## config.mk

```make
export PLATFORM = sky130hd
export DESIGN_NAME = tlik_sqrt_cell
export DESIGN_NICKNAME = d
export VERILOG_FILES = /design/src/design/tlik_sqrt_cell.sv
export SDC_FILE = /design/constraint.sdc
export NUM_CORES = 1
export LEC_CHECK = 0
export BUFFER_PORTS_ARGS = -buffer_cell sky130_fd_sc_hd__buf_2
export CORE_MARGIN = 8
export CORE_UTILIZATION = 47
export CTS_BUF_LIST = sky130_fd_sc_hd__clkbuf_2
export CTS_CLUSTER_DIAMETER = 120
export DETAILED_ROUTE_END_ITERATION = 7
export GPL_ROUTABILITY_DRIVEN = 0
export HOLD_SLACK_MARGIN = 0.02
export PLACE_DENSITY = 0.88
export SLEW_MARGIN = 40
export SYNTH_ARGS = -nofsm -noshare
export SYNTH_HDL_FRONTEND = slang
export SYNTH_SLANG_ARGS = --single-unit
```

## constraint.sdc

```tcl
create_clock -name clk -period 3.9 [get_ports clk]
set_clock_uncertainty 0.1 [all_clocks]
set_input_delay 0.585 -clock clk [delete_from_list [all_inputs] [get_ports clk]]
set_output_delay 0.585 -clock clk [all_outputs]
set_load 0.02 [all_outputs]
```

## src/design/tlik_sqrt_cell.sv

```systemverilog
module tlik_sqrt_cell (
  input  logic        clk,
  input  logic [63:0] rem_in,
  input  logic [31:0] root_in,
  input  logic [63:0] rem_pass_in,
  output logic [63:0] rem_out,
  output logic [31:0] root_out,
  output logic [63:0] rem_pass_out
);
  // one restoring root digit per cell; rem_pass_in holds remaining radicand bits
  logic [65:0] trial;
  logic [65:0] cur;
  always_comb begin
    cur = {rem_in[63:0], rem_pass_in[63:62]};
    trial = cur - {32'd0, root_in, 2'b01};
  end
  always_ff @(posedge clk) begin
    if (!trial[65]) begin
      rem_out <= trial[63:0];
      root_out <= {root_in[30:0], 1'b1};
    end else begin
      rem_out <= cur[63:0];
      root_out <= {root_in[30:0], 1'b0};
    end
    rem_pass_out <= {rem_pass_in[61:0], 2'b00};
  end
endmodule

```

### Word-level counts from Yosys, hierarchy flattened

Index checks and enable logic that the tools add are counted.
W data, S select, Z words.

| storage, ports and cells | value |
|---|---|
| output and inout port bits | 160 |
| logic and storage cells | 6 |
| flip-flop bits (word level) | 158 |

| operators by class | value |
|---|---|
| $add $sub $neg | 1 |
| muxes and demuxes | 2 |

Operator list:

| cell | number |
|---|---|
| $sub A66 B34 Y66 | 1 |
| $mux W64 | 1 |
| $mux W1 | 1 |

### Depth between registers and ports, before layout

| logic depth | value |
|---|---|
| depth after elaboration | 2 |
| depth in mapped cells | 14 |
| gate-level depth less buffers | 12 |

### Least setup slack after synthesis

No wires, ideal clock.

| path | value |
|---|---|
| kind | input to register |
| start point | in rem_in[42] |
| end point | reg rem_out[53] |
| arrival | 3.102 ns |
| path slack | 0.568 ns |
| cell stages on the path | 11 |
| library setup time | 0.129 ns |
| path through | or4_1 nor4_4 nand4_1 or3_1 o22ai_1 nor2_1 mux2i_1 buf_4 buf_6 o41ai_1 o21ai_1 |

| on the way | value |
|---|---|
| longest elaborated chain between the ends | 2 |

Ends and longest elaborated chain:

| item | line | RTL |
|---|---|---|
| start, declared | 3 | `input logic [63:0] rem_in,` |
| $sub A66 B34 Y66 | 15 | `trial = cur - {32'd0, root_in, 2'b01};` |
| $mux W64 | 18 | `if (!trial[65]) begin` |
| end signal, assigned | 19 | `rem_out <= trial[63:0];` |
| end signal, assigned | 22 | `rem_out <= cur[63:0];` |
| end, declared | 6 | `output logic [63:0] rem_out,` |

Every way passes these cells.

### Worst setup path in the final report

| path | value |
|---|---|
| start point | in rem_in[9] |
| end point | reg rem_out[40] |

The elaborated chain is that of the path after synthesis.

==> impl_metrics.tcl <==
set metrics [dict create \
    worst_pin_slew_ns 0.6030 \
    p_per_area_nw_per_um2 371.5 \
    synthToLayoutAreaGrowth_pct 56.20 \
    drcViolationCount 8 \
    finalHoldViolations 0 \
    async_flop_share_pct 0 \
    final_cell_mix "318 x buf_2, 158 x dfxtp_1, 157 x dlygate4sd3_1, 66 x nand2_1, 48 x o21ai_0" \
    hp-class "input port to register" \
    leakage_nw 4.832 \
    crit_start "rem_in[9]" \
    place_hpwl_mm 17.18 \
    via_per_inst 5.424 \
    tns_ns 0 \
    chipHeight_um 132.4 \
    htreeDepth 4 \
    ios 321 \
    synth-edff-count 0 \
    end_kind "register" \
    finalCriticalPeriod_ns 3.636 \
    final_common_cell "buf_2" \
    syn_inst 676 \
    rows 42 \
    worstPathRequired_ns 4.46 \
    drt_first_iter_violations 838 \
    cp.arrival_ns 4.19 \
    synthFlopType "dfxtp_1" \
    io_buffers 318 \
    overflow 0 \
    hp-start "rem_in[63]" \
    grt_max_degree 50 \
    clk_pin_slew_worst_paths_ns 0.22 \
    cts.repair.resized 0 \
    finalInstanceArea_um2 9950 \
    syn-cell-area_um2 6370 \
    cp_max_fo 13 \
    status "finished, violations left" \
    dr.pass1.iters 8 \
    yosysSeqAreaShare_pct 49.66 \
    vdd_drop_max_uv 189.9 \
    cts_tree "yes" \
    slew_headroom_pct 59.38 \
    yosysWarnings 0 \
    crit_type "input port to register" \
    core_um2 13240 \
    cts_buffer_depth 2 \
    grt_pass1_wl_mm 41.72 \
    violations "design-rule violations" \
    grt_util_all_layers_pct 29.98 \
    grt_pass1_vias 7442 \
    setup_violations 0 \
    fmax_mhz 275.1 \
    report.final.slew_viol_count 0 \
    syn_area_per_cell_um2 9.423 \
    die_area_um2 17530 \
    rsz0062_at_grt "false" \
    power.total_mw 3.697 \
    multi_input_area_um2 2912 \
    yosysUniqueCellTypes 53 \
    cts_num_sinks 158 \
    detail_route.wirelength_mm 27.27 \
    layout.nets 1343 \
    vias 7279 \
    start_util_pct 48.10 \
    drive_gt1_share_pct 32.01 \
    post-route-util_pct 75.13 \
    cts_made_buffers 17 \
    post-route-period-util_pct 93.22 \
    placed_cell_area_um2 8132 \
    start_kind "input port" \
    synth_seq_cells 158 \
    max_cap_violations 0 \
    die_x_um 132.4 \
    whs_ns 0.2096 \
    seq_area_um2 3163 \
    nFillCells 866 \
    post_drt_wl_per_cell_um 20.32 \
    cts_root_buf "clkbuf_2" \
    antenna_found_initial 4 \
    antenna_left 0 \
]
[sequential cells by signal, summed over array words and instances (netlist names)]
register / cells
rem_pass_out: 62
root_out: 32
rem_out: 64
[cell families after synthesis]
family,Yosys count,share of synthesized area (%)
fa+ha+maj,33,6.482
other cells,1,0.05887
buf+inv,75,4.989
flops,158,49.66
xor+xnor,62,8.525
compound gates,152,14.69
mux,2,0.3339
simple gates,193,15.26
[synthesized netlist by cell type (all sizes together), types with 7 or more instances]
cell type / number / area (µm²)
a21oi: 36 / 180.2
nand2b: 7 / 43.79
o21bai: 7 / 52.55
a21o: 16 / 120.1
xnor2: 22 / 192.7
ha: 33 / 412.9
or4: 10 / 75.07
nand2: 66 / 247.7
dfxtp: 158 / 3163
o211ai: 7 / 52.55
nor3: 22 / 110.1
xor2: 40 / 350.3
nor2: 33 / 123.9
buf: 10 / 72.57
nand4: 9 / 56.30
o21ai: 52 / 260.3
nand3: 8 / 40.04
nor4: 15 / 108.9
inv: 44 / 165.2
clkbuf: 21 / 80.07
[final timing paths]
path / end / slack, ns / cells after the start
min: root_out[0] / 0.21 / 3
max: rem_out[40] / 0.26 / 12
[stage by stage]
| stage | worst slack [ns] | std cells |
|---|---|---|
| after global routing | 0.1246 | 1342 |
| after CTS | 0.4964 | 1338 |
| after detailed placement | 0.2342 | 1149 |
| after global placement | 0.3052 | 1149 |
| after floorplan | 0.5684 | 677 |
| final | 0.2645 | 1342 |
[layer usage]
layer	global-route usage (%)	share of wire (%)	routed length, µm	vias up
li1	-	-	-	3284
met1	30.52	34	9400	3334
met2	52.92	50	13700	514
met3	9.198	9.2	2508	147
met4	18.30	6.1	1660	0
met5	0	0	0	-
[what timing repair did]
item                      in CTS  in global routing
hold buffers                 157                  0
hold endpoints to repair     157                  0
buffers inserted               0                  0
[layout make-up]
type                       instances  area share (%)
timing repair buffer             484           32.60
sequential                       158           31.79
multi-input combinational        444           29.26
tap                              176           2.213
inverter                          44           1.660
clock inverter                    15           1.522
clock buffer                      17          0.8551
antenna                            4          0.1006
[report_power, final]
part	leakage [nW]	switching, mW	internal, mW
Sequential	1.33	0.0378	1.74
Clock	0.146	0.666	0.258
Combinational	3.35	0.582	0.413
Total	4.83	1.29	2.41
[critical path, cell delays in order]
cell	delay, ns
dlygate4sd3_1	0.56
buf_2	0.14
ha_1	0.36
a21oi_1	0.37
o211ai_1	0.21
a21o_1	0.20
o21ai_1	0.17
nand2b_1	0.16
a211o_1	0.38
a22o_1	0.40
nor4_1	0.43
xor2_1	0.21
Power figures use the tool's default switching activity.
